<file path="config.mk">
export PLATFORM = sky130hd
export DESIGN_NAME = adsb_cpr_position_decoder
export DESIGN_NICKNAME = d
export VERILOG_FILES = /design/src/rtl/core/acpr_pkg.sv /design/src/rtl/core/acpr_front.sv /design/src/rtl/core/acpr_cmd_fifo.sv /design/src/rtl/core/acpr_div.sv /design/src/rtl/core/acpr_back.sv /design/src/rtl/core/adsb_cpr_position_decoder.sv
export SDC_FILE = /design/constraint.sdc
export NUM_CORES = 2
export LEC_CHECK = 0
export ABC_CLOCK_PERIOD_IN_PS = 10950
export CORE_ASPECT_RATIO = 0.75
export CORE_MARGIN = 1.5
export CORE_UTILIZATION = 35
export DETAILED_ROUTE_END_ITERATION = 6
export DONT_BUFFER_PORTS = 1
export GPL_TIMING_DRIVEN = 0
export MAX_ROUTING_LAYER = met4
export PLACE_DENSITY_LB_ADDON = 0.15
export REMOVE_ABC_BUFFERS = 1
export SYNTH_ARGS = -nofsm -noshare
export SYNTH_HDL_FRONTEND = slang
export SYNTH_HIERARCHICAL = 1
export SYNTH_SLANG_ARGS = --single-unit
</file>
<file path="constraint.sdc">
create_clock -name clk_i -period 10.95 [get_ports clk_i]
set_input_delay 2.19 -clock clk_i [delete_from_list [all_inputs] [get_ports clk_i]]
set_output_delay 2.19 -clock clk_i [all_outputs]
set_load 0.02 [all_outputs]
</file>
<file path="src/rtl/core/acpr_pkg.sv">
// Shared types, constants and constant tables for the ADS-B CPR position decoder.
// No dependencies; used by every module of the block but acpr_div.
package acpr_pkg;

  localparam int unsigned LatZones = 15;
  localparam int unsigned NumZones = 4 * LatZones;   // 60 even latitude zones
  localparam int unsigned CprBits  = 17;
  localparam int unsigned NlBounds = 58;
  localparam int unsigned QDepth   = 4;
  localparam logic [63:0] DegScale = 64'd36000000000;  // 360 deg in 1e-8 deg
  localparam logic [7:0]  CharHash = 8'h23;
  localparam logic [4:0]  DfExtSquitter = 5'd17;

  typedef enum logic {
    KIND_IDENT = 1'b0,
    KIND_POS   = 1'b1
  } kind_e;

  // one classified item handed from front to back
  typedef struct packed {
    logic        is_pos;
    logic        odd;
    logic [23:0] icao;
    logic [4:0]  tc;
    logic [63:0] callsign;
    logic [16:0] lat_cpr;
    logic [16:0] lon_cpr;
    logic [31:0] ts;
    logic [19:0] tu;
  } cmd_t;

  typedef struct packed {
    kind_e       kind;
    logic [23:0] icao;
    logic [4:0]  tc;
    logic [63:0] callsign;
    logic [31:0] lat;
    logic [31:0] lon;
  } res_t;

  // 6-bit character code to ASCII; '#' marks an illegal code
  function automatic logic [7:0] char_f(input logic [5:0] c);
    logic [7:0] ch;
    if (c >= 6'd1 && c <= 6'd26) begin
      ch = 8'h40 + {2'b00, c};
    end else if (c == 6'd32) begin
      ch = 8'h5F;
    end else if (c >= 6'd48 && c <= 6'd57) begin
      ch = {2'b00, c};
    end else begin
      ch = CharHash;
    end
    return ch;
  endfunction

  // NL zone boundaries in 1e-8 degree
  function automatic logic [63:0] nl_deg_f(input int idx);
    logic [63:0] v;
    case (idx)
      0:  v = 64'd1047047130;  1:  v = 64'd1482817437;  2:  v = 64'd1818626357;
      3:  v = 64'd2102939493;  4:  v = 64'd2354504487;  5:  v = 64'd2582924707;
      6:  v = 64'd2793898710;  7:  v = 64'd2991135686;  8:  v = 64'd3177209708;
      9:  v = 64'd3353993436;  10: v = 64'd3522899598;  11: v = 64'd3685025108;
      12: v = 64'd3841241892;  13: v = 64'd3992256684;  14: v = 64'd4138651832;
      15: v = 64'd4280914012;  16: v = 64'd4419454951;  17: v = 64'd4554626723;
      18: v = 64'd4686733252;  19: v = 64'd4816039128;  20: v = 64'd4942776439;
      21: v = 64'd5067150166;  22: v = 64'd5189342469;  23: v = 64'd5309516153;
      24: v = 64'd5427817472;  25: v = 64'd5544378444;  26: v = 64'd5659318756;
      27: v = 64'd5772747354;  28: v = 64'd5884763776;  29: v = 64'd5995459277;
      30: v = 64'd6104917774;  31: v = 64'd6213216659;  32: v = 64'd6320427479;
      33: v = 64'd6426616523;  34: v = 64'd6531845310;  35: v = 64'd6636171008;
      36: v = 64'd6739646774;  37: v = 64'd6842322022;  38: v = 64'd6944242631;
      39: v = 64'd7045451075;  40: v = 64'd7145986473;  41: v = 64'd7245884545;
      42: v = 64'd7345177442;  43: v = 64'd7443893416;  44: v = 64'd7542056257;
      45: v = 64'd7639684391;  46: v = 64'd7736789461;  47: v = 64'd7833374083;
      48: v = 64'd7929428225;  49: v = 64'd8024923213;  50: v = 64'd8119801349;
      51: v = 64'd8213956981;  52: v = 64'd8307199445;  53: v = 64'd8399173563;
      54: v = 64'd8489166191;  55: v = 64'd8575541621;  56: v = 64'd8653536998;
      57: v = 64'd8700000000;
      default: v = 64'd0;
    endcase
    return v;
  endfunction

  // boundary in angle units: floor(deg * 2^ab / 360), evaluated at elaboration
  function automatic logic [63:0] nl_bound_f(input int idx, input int ab);
    logic [63:0] q;
    logic [63:0] r;
    q = nl_deg_f(idx) / DegScale;
    r = nl_deg_f(idx) % DegScale;
    for (int k = 0; k < ab; k++) begin
      r = r << 1;
      q = q << 1;
      if (r >= DegScale) begin
        r = r - DegScale;
        q = q | 64'd1;
      end
    end
    return q;
  endfunction

endpackage

</file>
<file path="src/rtl/core/acpr_front.sv">
// Front end: decodes DF/TC of an incoming frame, builds the callsign and
// packs position fields into a command. Depends on acpr_pkg.
module acpr_front (
  input  logic [55:0]        frame_high_i,
  input  logic [55:0]        frame_low_i,
  input  logic               frame_ok_i,
  input  logic [31:0]        time_sec_i,
  input  logic [19:0]        time_usec_i,
  output acpr_pkg::cmd_t     cmd_o,
  output logic               keep_o
);
  import acpr_pkg::*;

  logic [4:0]  df;
  logic [4:0]  tc;
  logic [47:0] cs_bits;
  logic [63:0] cs;
  logic        bad_char;
  logic        is_ident;
  logic        is_pos;
  logic [7:0]  ch;

  always_comb begin
    df       = frame_high_i[55:51];
    tc       = frame_high_i[23:19];
    cs_bits  = {frame_high_i[15:0], frame_low_i[55:24]};
    cs       = '0;
    bad_char = 1'b0;
    ch       = '0;
    for (int k = 0; k < 8; k++) begin
      ch = char_f(cs_bits[47 - 6*k -: 6]);
      cs[63 - 8*k -: 8] = ch;
      if (ch == CharHash) bad_char = 1'b1;
    end
    is_ident = (tc >= 5'd1) && (tc <= 5'd4);
    is_pos   = ((tc >= 5'd9) && (tc <= 5'd18)) || ((tc >= 5'd20) && (tc <= 5'd22));
    keep_o   = frame_ok_i && (df == DfExtSquitter) && ((is_ident && !bad_char) || is_pos);

    cmd_o.is_pos   = is_pos;
    cmd_o.odd      = frame_high_i[2];
    cmd_o.icao     = frame_high_i[47:24];
    cmd_o.tc       = tc;
    cmd_o.callsign = cs;
    cmd_o.lat_cpr  = {frame_high_i[1:0], frame_low_i[55:41]};
    cmd_o.lon_cpr  = frame_low_i[40:24];
    cmd_o.ts       = time_sec_i;
    cmd_o.tu       = time_usec_i;
  end

endmodule

</file>
<file path="src/rtl/core/acpr_cmd_fifo.sv">
// Short command queue between front and back end.
// Depends on acpr_pkg for cmd_t and the depth.
module acpr_cmd_fifo (
  input  logic           clk_i,
  input  logic           rst_ni,
  input  logic           push_i,
  input  acpr_pkg::cmd_t data_i,
  output logic           full_o,
  input  logic           pop_i,
  output logic           empty_o,
  output acpr_pkg::cmd_t data_o
);
  import acpr_pkg::*;

  localparam int unsigned PtrW = $clog2(QDepth);
  localparam int unsigned CntW = $clog2(QDepth + 1);

  cmd_t            mem_q [QDepth];
  logic [PtrW-1:0] wr_ptr_q, rd_ptr_q;
  logic [CntW-1:0] cnt_q;
  logic            do_push, do_pop;

  assign full_o  = (cnt_q == CntW'(QDepth));
  assign empty_o = (cnt_q == '0);
  assign data_o  = mem_q[rd_ptr_q];
  assign do_push = push_i && !full_o;
  assign do_pop  = pop_i && !empty_o;

  always_ff @(posedge clk_i or negedge rst_ni) begin
    if (!rst_ni) begin
      wr_ptr_q <= '0;
      rd_ptr_q <= '0;
      cnt_q    <= '0;
    end else begin
      if (do_push) wr_ptr_q <= wr_ptr_q + 1'b1;
      if (do_pop)  rd_ptr_q <= rd_ptr_q + 1'b1;
      if (do_push && !do_pop) cnt_q <= cnt_q + 1'b1;
      else if (do_pop && !do_push) cnt_q <= cnt_q - 1'b1;
    end
  end

  always_ff @(posedge clk_i) begin
    if (do_push) mem_q[wr_ptr_q] <= data_i;
  end

endmodule

</file>
<file path="src/rtl/core/acpr_div.sv">
// Restoring divider, one quotient bit per cycle, 6-bit divisor.
// Standalone; used by acpr_back for the zone angle divisions.
module acpr_div #(
  parameter int unsigned ANGLE_BITS = 32
) (
  input  logic                  clk_i,
  input  logic                  rst_ni,
  input  logic                  go_i,
  input  logic [ANGLE_BITS+5:0] dividend_i,
  input  logic [5:0]            divisor_i,
  output logic                  done_o,
  output logic [ANGLE_BITS-1:0] quotient_o
);
  localparam int unsigned DW = ANGLE_BITS + 6;
  localparam int unsigned CW = $clog2(DW);

  logic [DW-1:0] dvd_q, quo_q;
  logic [5:0]    rem_q, dvs_q;
  logic [CW-1:0] cnt_q;
  logic          busy_q, done_q;
  logic [6:0]    rem_sh, rem_nx;
  logic          ge;

  always_comb begin
    rem_sh = {rem_q, dvd_q[DW-1]};
    ge     = rem_sh >= {1'b0, dvs_q};
    rem_nx = ge ? rem_sh - {1'b0, dvs_q} : rem_sh;
  end

  assign done_o     = done_q;
  assign quotient_o = quo_q[ANGLE_BITS-1:0];

  always_ff @(posedge clk_i or negedge rst_ni) begin
    if (!rst_ni) begin
      busy_q <= 1'b0;
      done_q <= 1'b0;
      cnt_q  <= '0;
    end else begin
      done_q <= 1'b0;
      if (go_i) begin
        busy_q <= 1'b1;
        cnt_q  <= '0;
      end else if (busy_q) begin
        cnt_q <= cnt_q + 1'b1;
        if (cnt_q == CW'(DW - 1)) begin
          busy_q <= 1'b0;
          done_q <= 1'b1;
        end
      end
    end
  end

  always_ff @(posedge clk_i) begin
    if (go_i) begin
      dvd_q <= dividend_i;
      dvs_q <= divisor_i;
      rem_q <= '0;
      quo_q <= '0;
    end else if (busy_q) begin
      dvd_q <= {dvd_q[DW-2:0], 1'b0};
      rem_q <= rem_nx[5:0];
      quo_q <= {quo_q[DW-2:0], ge};
    end
  end

endmodule

</file>
<file path="src/rtl/core/acpr_back.sv">
// Back end: holds the even/odd CPR state, runs the global decode sequence
// and owns the result register. Depends on acpr_pkg; drives acpr_div.
module acpr_back #(
  parameter int unsigned ANGLE_BITS = 32
) (
  input  logic                  clk_i,
  input  logic                  rst_ni,
  input  logic [7:0]            live_time_i,
  input  acpr_pkg::cmd_t        cmd_i,
  input  logic                  cmd_valid_i,
  output logic                  cmd_pop_o,
  input  logic                  res_pop_i,
  output logic                  res_valid_o,
  output acpr_pkg::res_t        res_o,
  output logic                  div_go_o,
  output logic [ANGLE_BITS+5:0] div_dividend_o,
  output logic [5:0]            div_divisor_o,
  input  logic                  div_done_i,
  input  logic [ANGLE_BITS-1:0] div_quo_i
);
  import acpr_pkg::*;

  localparam int unsigned AB = ANGLE_BITS;
  localparam int unsigned DW = AB + 6;
  localparam logic [AB-1:0] ThreeQuarter = {2'b11, {(AB-2){1'b0}}};
  localparam logic [5:0] NzEven = 6'(NumZones);
  localparam logic [5:0] NzOdd  = 6'(NumZones - 1);

  localparam logic [3:0] ST_IDLE   = 4'd0;
  localparam logic [3:0] ST_ZONE   = 4'd1;
  localparam logic [3:0] ST_DIVE   = 4'd2;
  localparam logic [3:0] ST_DIVO   = 4'd3;
  localparam logic [3:0] ST_NL     = 4'd4;
  localparam logic [3:0] ST_LONM   = 4'd5;
  localparam logic [3:0] ST_LONMOD = 4'd6;
  localparam logic [3:0] ST_DIVL   = 4'd7;
  localparam logic [3:0] ST_DONE   = 4'd8;

  logic [3:0]  state_q;
  logic [16:0] even_lat_q, even_lon_q, odd_lat_q, odd_lon_q;
  logic [23:0] even_addr_q, odd_addr_q;
  logic [31:0] even_sec_q, odd_sec_q;
  logic [19:0] even_us_q, odd_us_q;
  logic [23:0] icao_q;
  logic [4:0]  tc_q;
  logic [5:0]  z59_q;
  logic [AB-1:0] qe_q, qo_q, mage_q, mago_q, qlon_q;
  logic [5:0]  nl_idx_q, cnte_q, cnto_q, ni_q;
  logic        newer_even_q;
  logic signed [7:0] r_q;
  res_t        res_q;
  logic        res_valid_q;
  logic        div_go_q;
  logic [DW-1:0] div_dvd_q;
  logic [5:0]  div_dvs_q;

  // constant NL boundary table, padded past the last boundary
  logic [AB-1:0] bound_tab [64];
  for (genvar gi = 0; gi < 64; gi++) begin : g_bound
    if (gi < NlBounds) begin : g_real
      localparam logic [63:0] Bound = nl_bound_f(gi, AB);
      assign bound_tab[gi] = Bound[AB-1:0];
    end else begin : g_pad
      assign bound_tab[gi] = '1;
    end
  end

  function automatic logic [DW-1:0] dvd_f(input logic [5:0] zone, input logic [16:0] cpr,
                                          input logic [5:0] n);
    return {zone, cpr, {(AB-17){1'b0}}} | {{(DW-5){1'b0}}, n[5:1]};
  endfunction

  function automatic logic [AB-1:0] mag_f(input logic [AB-1:0] q);
    return (q >= ThreeQuarter) ? (~q + 1'b1) : q;
  endfunction

  // stale and address checks against the partner frame
  logic        slot_free;
  logic [31:0] other_sec, sec_diff;
  logic [23:0] other_addr;
  logic        stale;
  always_comb begin
    slot_free  = !res_valid_q || res_pop_i;
    other_sec  = cmd_i.odd ? even_sec_q : odd_sec_q;
    other_addr = cmd_i.odd ? even_addr_q : odd_addr_q;
    sec_diff   = (cmd_i.ts > other_sec) ? cmd_i.ts - other_sec : other_sec - cmd_i.ts;
    stale      = sec_diff >= {24'd0, live_time_i};
  end

  assign cmd_pop_o = (state_q == ST_IDLE) && cmd_valid_i && slot_free;

  // latitude zone index
  logic [22:0] pj_e, pj_o;
  logic signed [24:0] jnum;
  logic signed [7:0]  j, z60, z59;
  always_comb begin
    pj_e = 23'(even_lat_q * NzOdd);
    pj_o = 23'(odd_lat_q * NzEven);
    jnum = $signed({2'b00, pj_e}) - $signed({2'b00, pj_o}) + 25'sd65536;
    j    = jnum[24:17];
    z60  = (j < 0) ? j + 8'sd60 : j;
    if (j < -8'sd59) z59 = j + 8'sd118;
    else if (j < 0)  z59 = j + 8'sd59;
    else if (j == 8'sd59) z59 = 8'sd0;
    else             z59 = j;
  end

  // NL count step
  logic hit_e, hit_o;
  logic [5:0] cnte_n, cnto_n, nl;
  always_comb begin
    hit_e  = mage_q >= bound_tab[nl_idx_q];
    hit_o  = mago_q >= bound_tab[nl_idx_q];
    cnte_n = cnte_q + {5'd0, hit_e};
    cnto_n = cnto_q + {5'd0, hit_o};
    nl     = 6'd59 - cnte_q;
  end

  // longitude zone index
  logic [22:0] pm_e, pm_o;
  logic signed [24:0] mnum;
  logic        even_newer;
  logic [5:0]  ni;
  logic signed [7:0] ni_s;
  always_comb begin
    pm_e = 23'(even_lon_q * (nl - 6'd1));
    pm_o = 23'(odd_lon_q * nl);
    mnum = $signed({2'b00, pm_e}) - $signed({2'b00, pm_o}) + 25'sd65536;
    even_newer = (even_sec_q > odd_sec_q) ||
                 ((even_sec_q == odd_sec_q) && (even_us_q >= odd_us_q));
    if (even_newer) ni = nl;
    else ni = (nl > 6'd2) ? nl - 6'd1 : 6'd1;
    ni_s = $signed({2'b00, ni_q});
  end

  // scale to 2^32 units per turn
  logic [AB-1:0] lat_sel;
  logic [31:0]   lat32, lon32;
  assign lat_sel = newer_even_q ? qe_q : qo_q;
  if (AB > 32) begin : g_round
    localparam int unsigned Sh = AB - 32;
    localparam logic [AB-1:0] Half = {{(AB-1){1'b0}}, 1'b1} << (Sh - 1);
    logic [AB-1:0] lat_r, lon_r;
    assign lat_r = lat_sel + Half;
    assign lon_r = qlon_q + Half;
    assign lat32 = lat_r[AB-1:Sh];
    assign lon32 = lon_r[AB-1:Sh];
  end else if (AB == 32) begin : g_same
    assign lat32 = lat_sel;
    assign lon32 = qlon_q;
  end else begin : g_widen
    assign lat32 = {lat_sel, {(32-AB){1'b0}}};
    assign lon32 = {qlon_q, {(32-AB){1'b0}}};
  end

  assign res_valid_o    = res_valid_q;
  assign res_o          = res_q;
  assign div_go_o       = div_go_q;
  assign div_dividend_o = div_dvd_q;
  assign div_divisor_o  = div_dvs_q;

  always_ff @(posedge clk_i or negedge rst_ni) begin
    if (!rst_ni) begin
      state_q     <= ST_IDLE;
      even_lat_q  <= '0;
      even_lon_q  <= '0;
      odd_lat_q   <= '0;
      odd_lon_q   <= '0;
      even_addr_q <= '0;
      odd_addr_q  <= '0;
      even_sec_q  <= '0;
      odd_sec_q   <= '0;
      even_us_q   <= '0;
      odd_us_q    <= '0;
      res_valid_q <= 1'b0;
      div_go_q    <= 1'b0;
      nl_idx_q    <= '0;
      cnte_q      <= '0;
      cnto_q      <= '0;
    end else begin
      div_go_q <= 1'b0;
      if (res_pop_i) res_valid_q <= 1'b0;
      case (state_q)
        ST_IDLE: begin
          if (cmd_pop_o) begin
            icao_q <= cmd_i.icao;
            tc_q   <= cmd_i.tc;
            if (!cmd_i.is_pos) begin
              res_valid_q    <= 1'b1;
              res_q.kind     <= KIND_IDENT;
              res_q.icao     <= cmd_i.icao;
              res_q.tc       <= cmd_i.tc;
              res_q.callsign <= cmd_i.callsign;
              res_q.lat      <= '0;
              res_q.lon      <= '0;
            end else begin
              if (cmd_i.odd) begin
                odd_addr_q <= cmd_i.icao;
                odd_sec_q  <= cmd_i.ts;
                odd_us_q   <= cmd_i.tu;
                odd_lat_q  <= cmd_i.lat_cpr;
                odd_lon_q  <= cmd_i.lon_cpr;
                if (stale) even_addr_q <= '0;
              end else begin
                even_addr_q <= cmd_i.icao;
                even_sec_q  <= cmd_i.ts;
                even_us_q   <= cmd_i.tu;
                even_lat_q  <= cmd_i.lat_cpr;
                even_lon_q  <= cmd_i.lon_cpr;
                if (stale) odd_addr_q <= '0;
              end
              if (!stale && (other_addr == cmd_i.icao)) state_q <= ST_ZONE;
            end
          end
        end
        ST_ZONE: begin
          z59_q     <= z59[5:0];
          div_go_q  <= 1'b1;
          div_dvd_q <= dvd_f(z60[5:0], even_lat_q, NzEven);
          div_dvs_q <= NzEven;
          state_q   <= ST_DIVE;
        end
        ST_DIVE: begin
          if (div_done_i) begin
            qe_q      <= div_quo_i;
            mage_q    <= mag_f(div_quo_i);
            div_go_q  <= 1'b1;
            div_dvd_q <= dvd_f(z59_q, odd_lat_q, NzOdd);
            div_dvs_q <= NzOdd;
            state_q   <= ST_DIVO;
          end
        end
        ST_DIVO: begin
          if (div_done_i) begin
            qo_q     <= div_quo_i;
            mago_q   <= mag_f(div_quo_i);
            nl_idx_q <= '0;
            cnte_q   <= '0;
            cnto_q   <= '0;
            state_q  <= ST_NL;
          end
        end
        ST_NL: begin
          cnte_q   <= cnte_n;
          cnto_q   <= cnto_n;
          nl_idx_q <= nl_idx_q + 6'd1;
          if (nl_idx_q == 6'(NlBounds - 1)) begin
            // even and odd latitude must fall in the same NL band
            state_q <= (cnte_n == cnto_n) ? ST_LONM : ST_IDLE;
          end
        end
        ST_LONM: begin
          newer_even_q <= even_newer;
          ni_q         <= ni;
          r_q          <= mnum[24:17];
          state_q      <= ST_LONMOD;
        end
        ST_LONMOD: begin
          if (r_q < 0) begin
            r_q <= r_q + ni_s;
          end else if (r_q >= ni_s) begin
            r_q <= r_q - ni_s;
          end else begin
            div_go_q  <= 1'b1;
            div_dvd_q <= dvd_f(r_q[5:0], newer_even_q ? even_lon_q : odd_lon_q, ni_q);
            div_dvs_q <= ni_q;
            state_q   <= ST_DIVL;
          end
        end
        ST_DIVL: begin
          if (div_done_i) begin
            qlon_q  <= div_quo_i;
            state_q <= ST_DONE;
          end
        end
        ST_DONE: begin
          if (slot_free) begin
            res_valid_q    <= 1'b1;
            res_q.kind     <= KIND_POS;
            res_q.icao     <= icao_q;
            res_q.tc       <= tc_q;
            res_q.callsign <= '0;
            res_q.lat      <= lat32;
            res_q.lon      <= lon32;
            state_q        <= ST_IDLE;
          end
        end
        default: state_q <= ST_IDLE;
      endcase
    end
  end

endmodule

</file>
<file path="src/rtl/core/adsb_cpr_position_decoder.sv">
// Top level of the ADS-B identification and CPR position decoder.
// Depends on acpr_pkg, acpr_front, acpr_cmd_fifo, acpr_div and acpr_back.
//
// Takes 112-bit Mode-S frames (DF17) with arrival time and a CRC-ok flag.
// Identification items (TC 1-4) give address and an 8-character callsign.
// Airborne position items (TC 9-18, 20-22) update the even/odd CPR store;
// when the partner frame is fresh (seconds apart below live_time) and
// carries the same address, a global decode yields latitude/longitude as
// 32-bit binary angles. A position decode occupies the back end while
// three divisions by the zone count run one bit per cycle in a shared
// divider, the NL band search walks the 58 zone boundaries one per cycle
// and the longitude zone index is reduced into range. A 4-entry command
// queue lets the front end keep taking items while the back end works.
// The back end takes the next item only once the result register is empty
// or being popped in that cycle.
// The configuration channel is always ready; write it only while idle.
module adsb_cpr_position_decoder #(
  parameter int unsigned ANGLE_BITS = 32
) (
  input  logic        clk_i,
  input  logic        rst_ni,
  // config
  input  logic        cfg_valid_i,
  output logic        cfg_ready_o,
  input  logic [7:0]  cfg_data_i,
  // input queue side
  input  logic        push,
  output logic        full,
  input  logic [55:0] frame_high_i,
  input  logic [55:0] frame_low_i,
  input  logic        frame_ok_i,
  input  logic [31:0] time_sec_i,
  input  logic [19:0] time_usec_i,
  // result queue side
  output logic        empty,
  input  logic        pop,
  output logic        kind_o,
  output logic [23:0] icao_address_o,
  output logic [4:0]  type_code_o,
  output logic [63:0] callsign_o,
  output logic signed [31:0] latitude_o,
  output logic signed [31:0] longitude_o
);
  import acpr_pkg::*;

  logic [7:0] live_time_q;
  cmd_t       front_cmd, q_cmd;
  logic       front_keep;
  logic       q_full, q_empty, q_pop;
  logic       res_valid;
  res_t       res;
  logic       div_go, div_done;
  logic [ANGLE_BITS+5:0] div_dividend;
  logic [5:0]            div_divisor;
  logic [ANGLE_BITS-1:0] div_quo;

  assign cfg_ready_o = 1'b1;

  always_ff @(posedge clk_i or negedge rst_ni) begin
    if (!rst_ni) begin
      live_time_q <= 8'd40;
    end else if (cfg_valid_i) begin
      live_time_q <= cfg_data_i;
    end
  end

  acpr_front u_front (
    .frame_high_i (frame_high_i),
    .frame_low_i  (frame_low_i),
    .frame_ok_i   (frame_ok_i),
    .time_sec_i   (time_sec_i),
    .time_usec_i  (time_usec_i),
    .cmd_o        (front_cmd),
    .keep_o       (front_keep)
  );

  // dropped items are accepted but never enter the queue
  assign full = q_full;

  acpr_cmd_fifo u_fifo (
    .clk_i   (clk_i),
    .rst_ni  (rst_ni),
    .push_i  (push && front_keep),
    .data_i  (front_cmd),
    .full_o  (q_full),
    .pop_i   (q_pop),
    .empty_o (q_empty),
    .data_o  (q_cmd)
  );

  acpr_div #(.ANGLE_BITS(ANGLE_BITS)) u_div (
    .clk_i      (clk_i),
    .rst_ni     (rst_ni),
    .go_i       (div_go),
    .dividend_i (div_dividend),
    .divisor_i  (div_divisor),
    .done_o     (div_done),
    .quotient_o (div_quo)
  );

  acpr_back #(.ANGLE_BITS(ANGLE_BITS)) u_back (
    .clk_i          (clk_i),
    .rst_ni         (rst_ni),
    .live_time_i    (live_time_q),
    .cmd_i          (q_cmd),
    .cmd_valid_i    (!q_empty),
    .cmd_pop_o      (q_pop),
    .res_pop_i      (pop && res_valid),
    .res_valid_o    (res_valid),
    .res_o          (res),
    .div_go_o       (div_go),
    .div_dividend_o (div_dividend),
    .div_divisor_o  (div_divisor),
    .div_done_i     (div_done),
    .div_quo_i      (div_quo)
  );

  assign empty          = !res_valid;
  assign kind_o         = res.kind;
  assign icao_address_o = res.icao;
  assign type_code_o    = res.tc;
  assign callsign_o     = res.callsign;
  assign latitude_o     = res.lat;
  assign longitude_o    = res.lon;

endmodule

</file>
# After elaboration in Yosys (flattened, before gate mapping)
# Memory sizes are Yosys's and may differ from the RTL's.
# Cells that the tools add are included.
# Widths: inputs -> output; s select.
[classes] add_sub_neg=32 n_mul=4 order_cmp=52 n_eq_ne=45 n_mux=104 n_bitwise=4 reduce_logical=67
[ops] operator="$mux 158" n=3
[ops] operator="$pmux 158 s2" n=1
[ops] operator="$mux 32" n=6
[ops] operator="$mux 38" n=5
[ops] operator="$mux 8" n=18
[ops] operator="$mux 6" n=21
[ops] operator="$pmux 38 s3" n=1
[ops] operator="$mux 24" n=4
[ops] operator="$add 7x6->8 const A" n=8
[ops] operator="$eq 8x6->1 const B" n=8
[ops] operator="$ge 32x32->1" n=2
[ops] operator="$gt 32x32->1" n=2
[ops] operator="$sub 32x32->32" n=2
[ops] operator="$eq 6x6->1 const B" n=10
[ops] operator="$ge 6x1->1 const B" n=8
[ops] operator="$ge 6x6->1 const B" n=8
[ops] operator="$le 6x5->1 const B" n=8
[ops] operator="$le 6x6->1 const B" n=8
[ops] operator="$sub 23x23->24" n=2
[ops] operator="$mux 4" n=10
[ops] operator="$or 38x5->38" n=1
[ops] operator="$pmux 4 s9" n=1
[ops] operator="$pmux 6 s2" n=3
[ops] operator="$add 32x1->32 const B" n=1
[ops] operator="other kinds (69)" n=167
[word_totals] register_bits=761 ram_bits=724 mem_bits_ro=2048 in_bits=178 out_inout_bits=161 mem_count=2
[mem_list] memory="(name not given)" words=64 width=32 rd=1 rd_clocked_by_memory_dff=0 wr=0 line="acpr_back.sv:112" rtl="hit_e = mage_q >= bound_tab[nl_idx_q];"
[mem_list] memory="u_fifo.mem_q" words=4 width=181 rd=1 rd_clocked_by_memory_dff=0 wr=1 line="acpr_cmd_fifo.sv:18" rtl="cmd_t mem_q [QDepth];"

# Depth between registers and ports, before layout
[logic_depth] depth_word=24 ltp_mapped=40

# Cells and area by module
# Netlist, hierarchy kept.
[by_module_without_submodules] mod="acpr_back" instances=1 cells_per_inst=4506 area_per_inst_um2=46365.7 seq_area_each_um2=17967.2
[by_module_without_submodules] mod="acpr_cmd_fifo" instances=1 cells_per_inst=982 area_per_inst_um2=26659.3 seq_area_each_um2=21916.0
[by_module_without_submodules] mod="acpr_div" instances=1 cells_per_inst=297 area_per_inst_um2=3834.9 seq_area_each_um2=2282.2
[by_module_without_submodules] mod="acpr_front" instances=1 cells_per_inst=450 area_per_inst_um2=2821.5 seq_area_each_um2=0.0
[by_module_without_submodules] mod="adsb_cpr_position_decoder" instances=1 cells_per_inst=23 area_per_inst_um2=365.4 seq_area_each_um2=202.7

# Least setup slack after synthesis
# No wires, ideal clock.
[synth_path] kind="in2reg" from="input port pop" to="register u_back.res_q (netlist bit u_back/res_o[0]), enable pin" arrival_ps=9129 setup_slack_ps=1143 stages=4 n_path_buf=0 cell_sequence="and2_1 nand2b_1 o211ai_1 nor2_1"
[synth_between] elab_chain_cells=5
[synth_lines] element="from (decl)" line="adsb_cpr_position_decoder.sv:36" rtl="input logic pop,"
[synth_lines] element="$logic_and 1x1->1 *" line="adsb_cpr_position_decoder.sv:108" rtl=".res_pop_i (pop && res_valid),"
[synth_lines] element="$logic_or 1x1->1 *" line="acpr_back.sv:83" rtl="slot_free = !res_valid_q || res_pop_i;"
[synth_lines] element="$logic_and 1x1->1" line="acpr_back.sv:90" rtl="assign cmd_pop_o = (state_q == ST_IDLE) && cmd_valid_i && slot_free;"
[synth_lines] element="$ne 2x2->1 (no line)"
[synth_lines] element="$reduce_and 5->1 (no line) *"
[synth_lines] element="to (decl)" line="acpr_back.sv:51" rtl="res_t res_q;"
# Mark *: on every way between the ends. The rest lies on a longest branch, timed or not.
# A chain may end at the register's enable or synchronous reset.

# Worst setup path after layout
[layout_path] from="register u_back.cnte_q[2]" to="register u_back.r_q[4] (data pin)"
[layout_between] elab_chain_cells=6
[layout_lines] element="from (decl)" line="acpr_back.sv:48" rtl="logic [5:0] nl_idx_q, cnte_q, cnto_q, ni_q;"
[layout_lines] element="from (signal assigned)" line="acpr_back.sv:244" rtl="cnte_q <= cnte_n;"
[layout_lines] element="$sub 6x6->6 *" line="acpr_back.sv:116" rtl="nl = 6'd59 - cnte_q;"
[layout_lines] element="$sub 6x1->7" line="acpr_back.sv:126" rtl="pm_e = 23'(even_lon_q * (nl - 6'd1));"
[layout_lines] element="$mul 17x23->23" line="acpr_back.sv:126"
[layout_lines] element="$sub 23x23->24 *" line="acpr_back.sv:128" rtl="mnum = $signed({2'b00, pm_e}) - $signed({2'b00, pm_o}) + 25'sd65536;"
[layout_lines] element="$add 25x18->25 *" line="acpr_back.sv:128"
[layout_lines] element="$pmux 8 s2 *" line="acpr_back.sv:183" rtl="case (state_q)"
[layout_lines] element="to (signal assigned)" line="acpr_back.sv:255" rtl="r_q <= mnum[24:17];"
[layout_lines] element="to (signal assigned)" line="acpr_back.sv:260" rtl="r_q <= r_q + ni_s;"
[layout_lines] element="to (signal assigned)" line="acpr_back.sv:262" rtl="r_q <= r_q - ni_s;"
[layout_lines] element="to (decl)" line="acpr_back.sv:50" rtl="logic signed [7:0] r_q;"
# Marked as above.

==> metrics.log <==
INFO  metric layout.filler_cells = between 20000 and 25000
INFO  metric clock-sinks = between 1000 and 1500
INFO  metric syn_area_per_cell = about 13 um^2
INFO  metric detail_route.iter0.violations = about 3900
INFO  metric postSynthCellCount = approximately 6300
INFO  metric final.period_utilization = between 90% and 100%
INFO  metric syn2layout_area_growth = 10.80%
INFO  metric clk_path_buf_depth = 3
INFO  metric avgRoutedWirePerCell = ~23 um
INFO  metric cts_tree = yes
INFO  metric gp_congestion = between 0.9 and 1
INFO  metric grt_setup_unrepaired = yes
INFO  metric hold_slack = 427.7 ps
INFO  metric finalNetCount = roughly 6900
INFO  metric viasPerCell = about 5.2
INFO  metric failed_checks = design-rule violations
INFO  metric routed-via-count = between 40000 and 50000
INFO  metric postSynth.asyncResetShare = roughly 18%
INFO  metric totalNegativeSetupSlack = 0 ps
INFO  metric mappedNetlistArea = ~80000 um^2
INFO  metric cap_violations = 0
INFO  metric coreArea = 226500 um^2
INFO  metric 1st_pass_router_iterations = 7
INFO  metric reg2regPathDepth = 33
INFO  metric ys_warn_count = 6
INFO  metric synth.distinct_cells = roughly 110
INFO  metric cts.hold.buffers_added = 0
INFO  metric synth_top_flop_cell = sky130_fd_sc_hd__edfxtp_1
INFO  metric synth_top_cell_by_area = sky130_fd_sc_hd__edfxtp_1
INFO  metric endpoint_kind = register
INFO  metric outcome = finished with violations
INFO  metric setup.reg_to_reg.worst_slack = around 470 ps
INFO  metric number_of_enable_flip_flop_cells_after_synthesis = approximately 1200
INFO  metric regToRegEndpoint = u_back/r_q[4]
INFO  metric setup_ws = ~470 ps
INFO  metric maxSlewHeadroom = 9.933%
INFO  metric most-common-layout-cells = sky130_fd_sc_hd__edfxtp_1, sky130_fd_sc_hd__inv_1, sky130_fd_sc_hd__nand2_1, sky130_fd_sc_hd__ha_1, sky130_fd_sc_hd__o21ai_0
INFO  metric grt_overflow_total = 0
INFO  metric worstHoldPathCells = 0
INFO  metric die_h = roughly 420 um
INFO  metric first_pass_grt_wire_length = 315800 um
INFO  metric timing.hold.worst.start = u_back/div_divisor_o[0]
INFO  metric detailedPlace.worstSlack = -610.1 ps
INFO  metric fp-row-count = ~150
INFO  metric port_buffers = 0
INFO  metric worst_clock_skew = ~53 ps
INFO  metric worstSetupStartpoint = u_back/cnte_q[2]
INFO  metric crit_path_start_kind = register
INFO  metric crit_fanout = 21
INFO  metric grt_antenna_before_repair = 11
INFO  metric cp.required = ~11000 ps
INFO  metric dieArea = roughly 230000 um^2
INFO  metric max_stage_delay = 590 ps
INFO  metric fp.dieW = around 560 um
INFO  metric grt_pass1_vias = between 40000 and 50000
INFO  metric clkLatencyLatePin = 820 ps
INFO  metric wl = between 200000 and 250000 um
INFO  metric most_common_cell_after_layout_fill_and_taps_aside = sky130_fd_sc_hd__edfxtp_1
INFO  metric report.final.hold_viol_count = 0
INFO  metric cts.clk_slew.worst_paths = ~60 ps
INFO  metric arrival = approximately 11000 ps
INFO  metric io-pin-count = 339
INFO  metric final-setup-viol-count = 0
INFO  metric worst_path_max_delay_cell = sky130_fd_sc_hd__dfrtp_4
INFO  metric synthesized_flop_and_latch_total = between 1000 and 1500
INFO  metric drt_drc_violations_left = 2
INFO  metric path_common_cell = sky130_fd_sc_hd__fa_1
INFO  metric maxSlewViolCount = 0
INFO  metric worstReg2RegStart = u_back/cnte_q[2]
INFO  metric clock_tree.htree_level_count = 4
INFO  metric synthDominantCellAreaShare = 43.63%
INFO  metric holdPathEnd = u_div/dvs_q[0]
INFO  metric cts_buf_count = between 150 and 200
INFO  metric min-delay-path-class = register to register
INFO  metric final_layout_size_suffix_gt1_share = about an eighth
INFO  metric tightest_slew = between 1000 and 1500 ps
INFO  metric clock_tree.root_cell = sky130_fd_sc_hd__clkbuf_16
INFO  metric globalRouteTotalUtil = between 10% and 20%
INFO  metric ys_top_cells_by_area = sky130_fd_sc_hd__edfxtp_1, sky130_fd_sc_hd__dfrtp_1, sky130_fd_sc_hd__ha_1
INFO  metric crit_type = register to register
INFO  metric fin_crit = 10480 ps
INFO  metric grt_max_degree = 275
INFO  metric floorplan.initialDensity = a little over a third
INFO  metric detailedPlacementHpwl = ~150000 um
INFO  metric synth_seq_area_share = 52.93%
INFO  metric drt.antenna.violating_nets = 0
INFO  metric max_clock_freq = 95.45 MHz
[cells in the mapped netlist (all sizes together) (11+ instances only)]
library cell,instances
clkbuf,179
a31oi,27
nor3,72
ha,425
nor2b,68
o21a,25
and2,192
o21bai,12
o21ai,315
mux4,181
nor2,298
a21o,93
o31ai,19
or3,20
a22o,54
mux2i,131
inv,514
nand2,470
a311oi,13
a21boi,48
o22ai,20
mux2,143
xnor2,111
nand3,74
o221ai,11
a22oi,23
o211ai,32
nand2b,87
edfxtp,1163
nor4,23
dfxtp,38
nand3b,16
a211oi,35
dfrtp,265
buf,248
or2,18
nand4,41
and3,30
a21oi,245
xor2,77
fa,252
[worst max-delay path, delay by kind of cell, from the launching register on]
kind / cells / cell delay, ps
AOI/OAI and AO/OA: 15 / 3550
xor gates and xnor gates: 3 / 750
adders and majority gates: 8 / 3660
buffers and inverters: 4 / 480
DFF: 1 / 590
and+or+nand+nor: 3 / 1120
[sequential cells by signal, indices dropped and copies added, names as in the netlist, 20 cells and up]
| signal | flops |
|---|---|
| u_back/qe_q | 32 |
| u_back/lon32 | 32 |
| u_back/qo_q | 32 |
| u_back/odd_addr_q | 24 |
| u_back/mage_q | 31 |
| u_div/dvd_q | 38 |
| u_div/quo_q | 32 |
| u_back/div_dividend_o | 24 |
| u_back/odd_us_q | 20 |
| u_back/odd_sec_q | 32 |
| u_fifo/mem_q | 724 |
| u_back/even_addr_q | 24 |
| u_back/even_us_q | 20 |
| u_back/mago_q | 31 |
| u_back/icao_q | 24 |
| u_back/even_sec_q | 32 |
| u_back/res_o | 158 |
[kinds of logic (layout without fill, tap and decap cells)]
group                    count (synthesis)  in the layout  synth area share (%)
AO/OA/AOI/OAI                         1075           1075                 8.764
XOR/XNOR                               188            188                 2.057
adder cells (fa/ha/maj)                677            677                 12.95
buffers and inverters                  943            901                 5.644
flip-flops                            1468           1468                 52.93
multiplexers                           455            455                 8.780
other                                    3             21               0.01407
AND/OR/NAND/NOR                       1449           1449                 8.866
[layout make-up]
type	count	area (um^2)	share of cell area [%]
Antenna cell	2	5.005	0.005643
Clock buffer	220	4487	5.059
Clock inverter	82	982.2	1.107
Inverter	516	1942	2.189
Multi-Input combinational cell	3863	33420	37.69
Sequential cell	1468	42400	47.80
Tap cell	2983	3732	4.208
Timing Repair Buffer	83	1722	1.941
[per-layer routing]
metal	vias up	routed length [um]	global-route usage, %
met1	24450	101600	26.57
met5	-	0	-
met3	223	15060	4.904
met2	1131	88420	26.05
met4	0	4356	4.465
li1	22080	-	-
[how the worst max path moves through the flow]
stage	depth (start not counted)	slack (ps)	to
floorplan	4	-4170	u_back/res_o[0]
global placement	4	-14090	u_back/res_o[32]
detailed placement	33	-610	u_back/r_q[4]
CTS	31	90	u_back/r_q[4]
global route	31	-70	u_back/r_q[4]
finish	33	470	u_back/r_q[4]
[stage by stage]
stage | cells | utilization [%] | cell area (um^2)
2_1_floorplan | 5847 | - | 77530
3_3_place_gp | 8830 | 35.87 | 81260
3_5_place_dp | 8910 | 36.68 | 83080
4_1_cts | 9212 | 39.10 | 88560
5_1_grt | 9217 | 39.15 | 88690
6_report | 9217 | 39.15 | 88690
[timing repair]
item                                    in CTS  in global routing
endpoints found under the setup margin       5                 53
setup buffers                                0                  2
cloned                                       0                  0
gates resized for setup                      5                 18
Power is not shown: default switching activity piles up to over one toggle a cycle in this logic, so the estimate is an artifact.
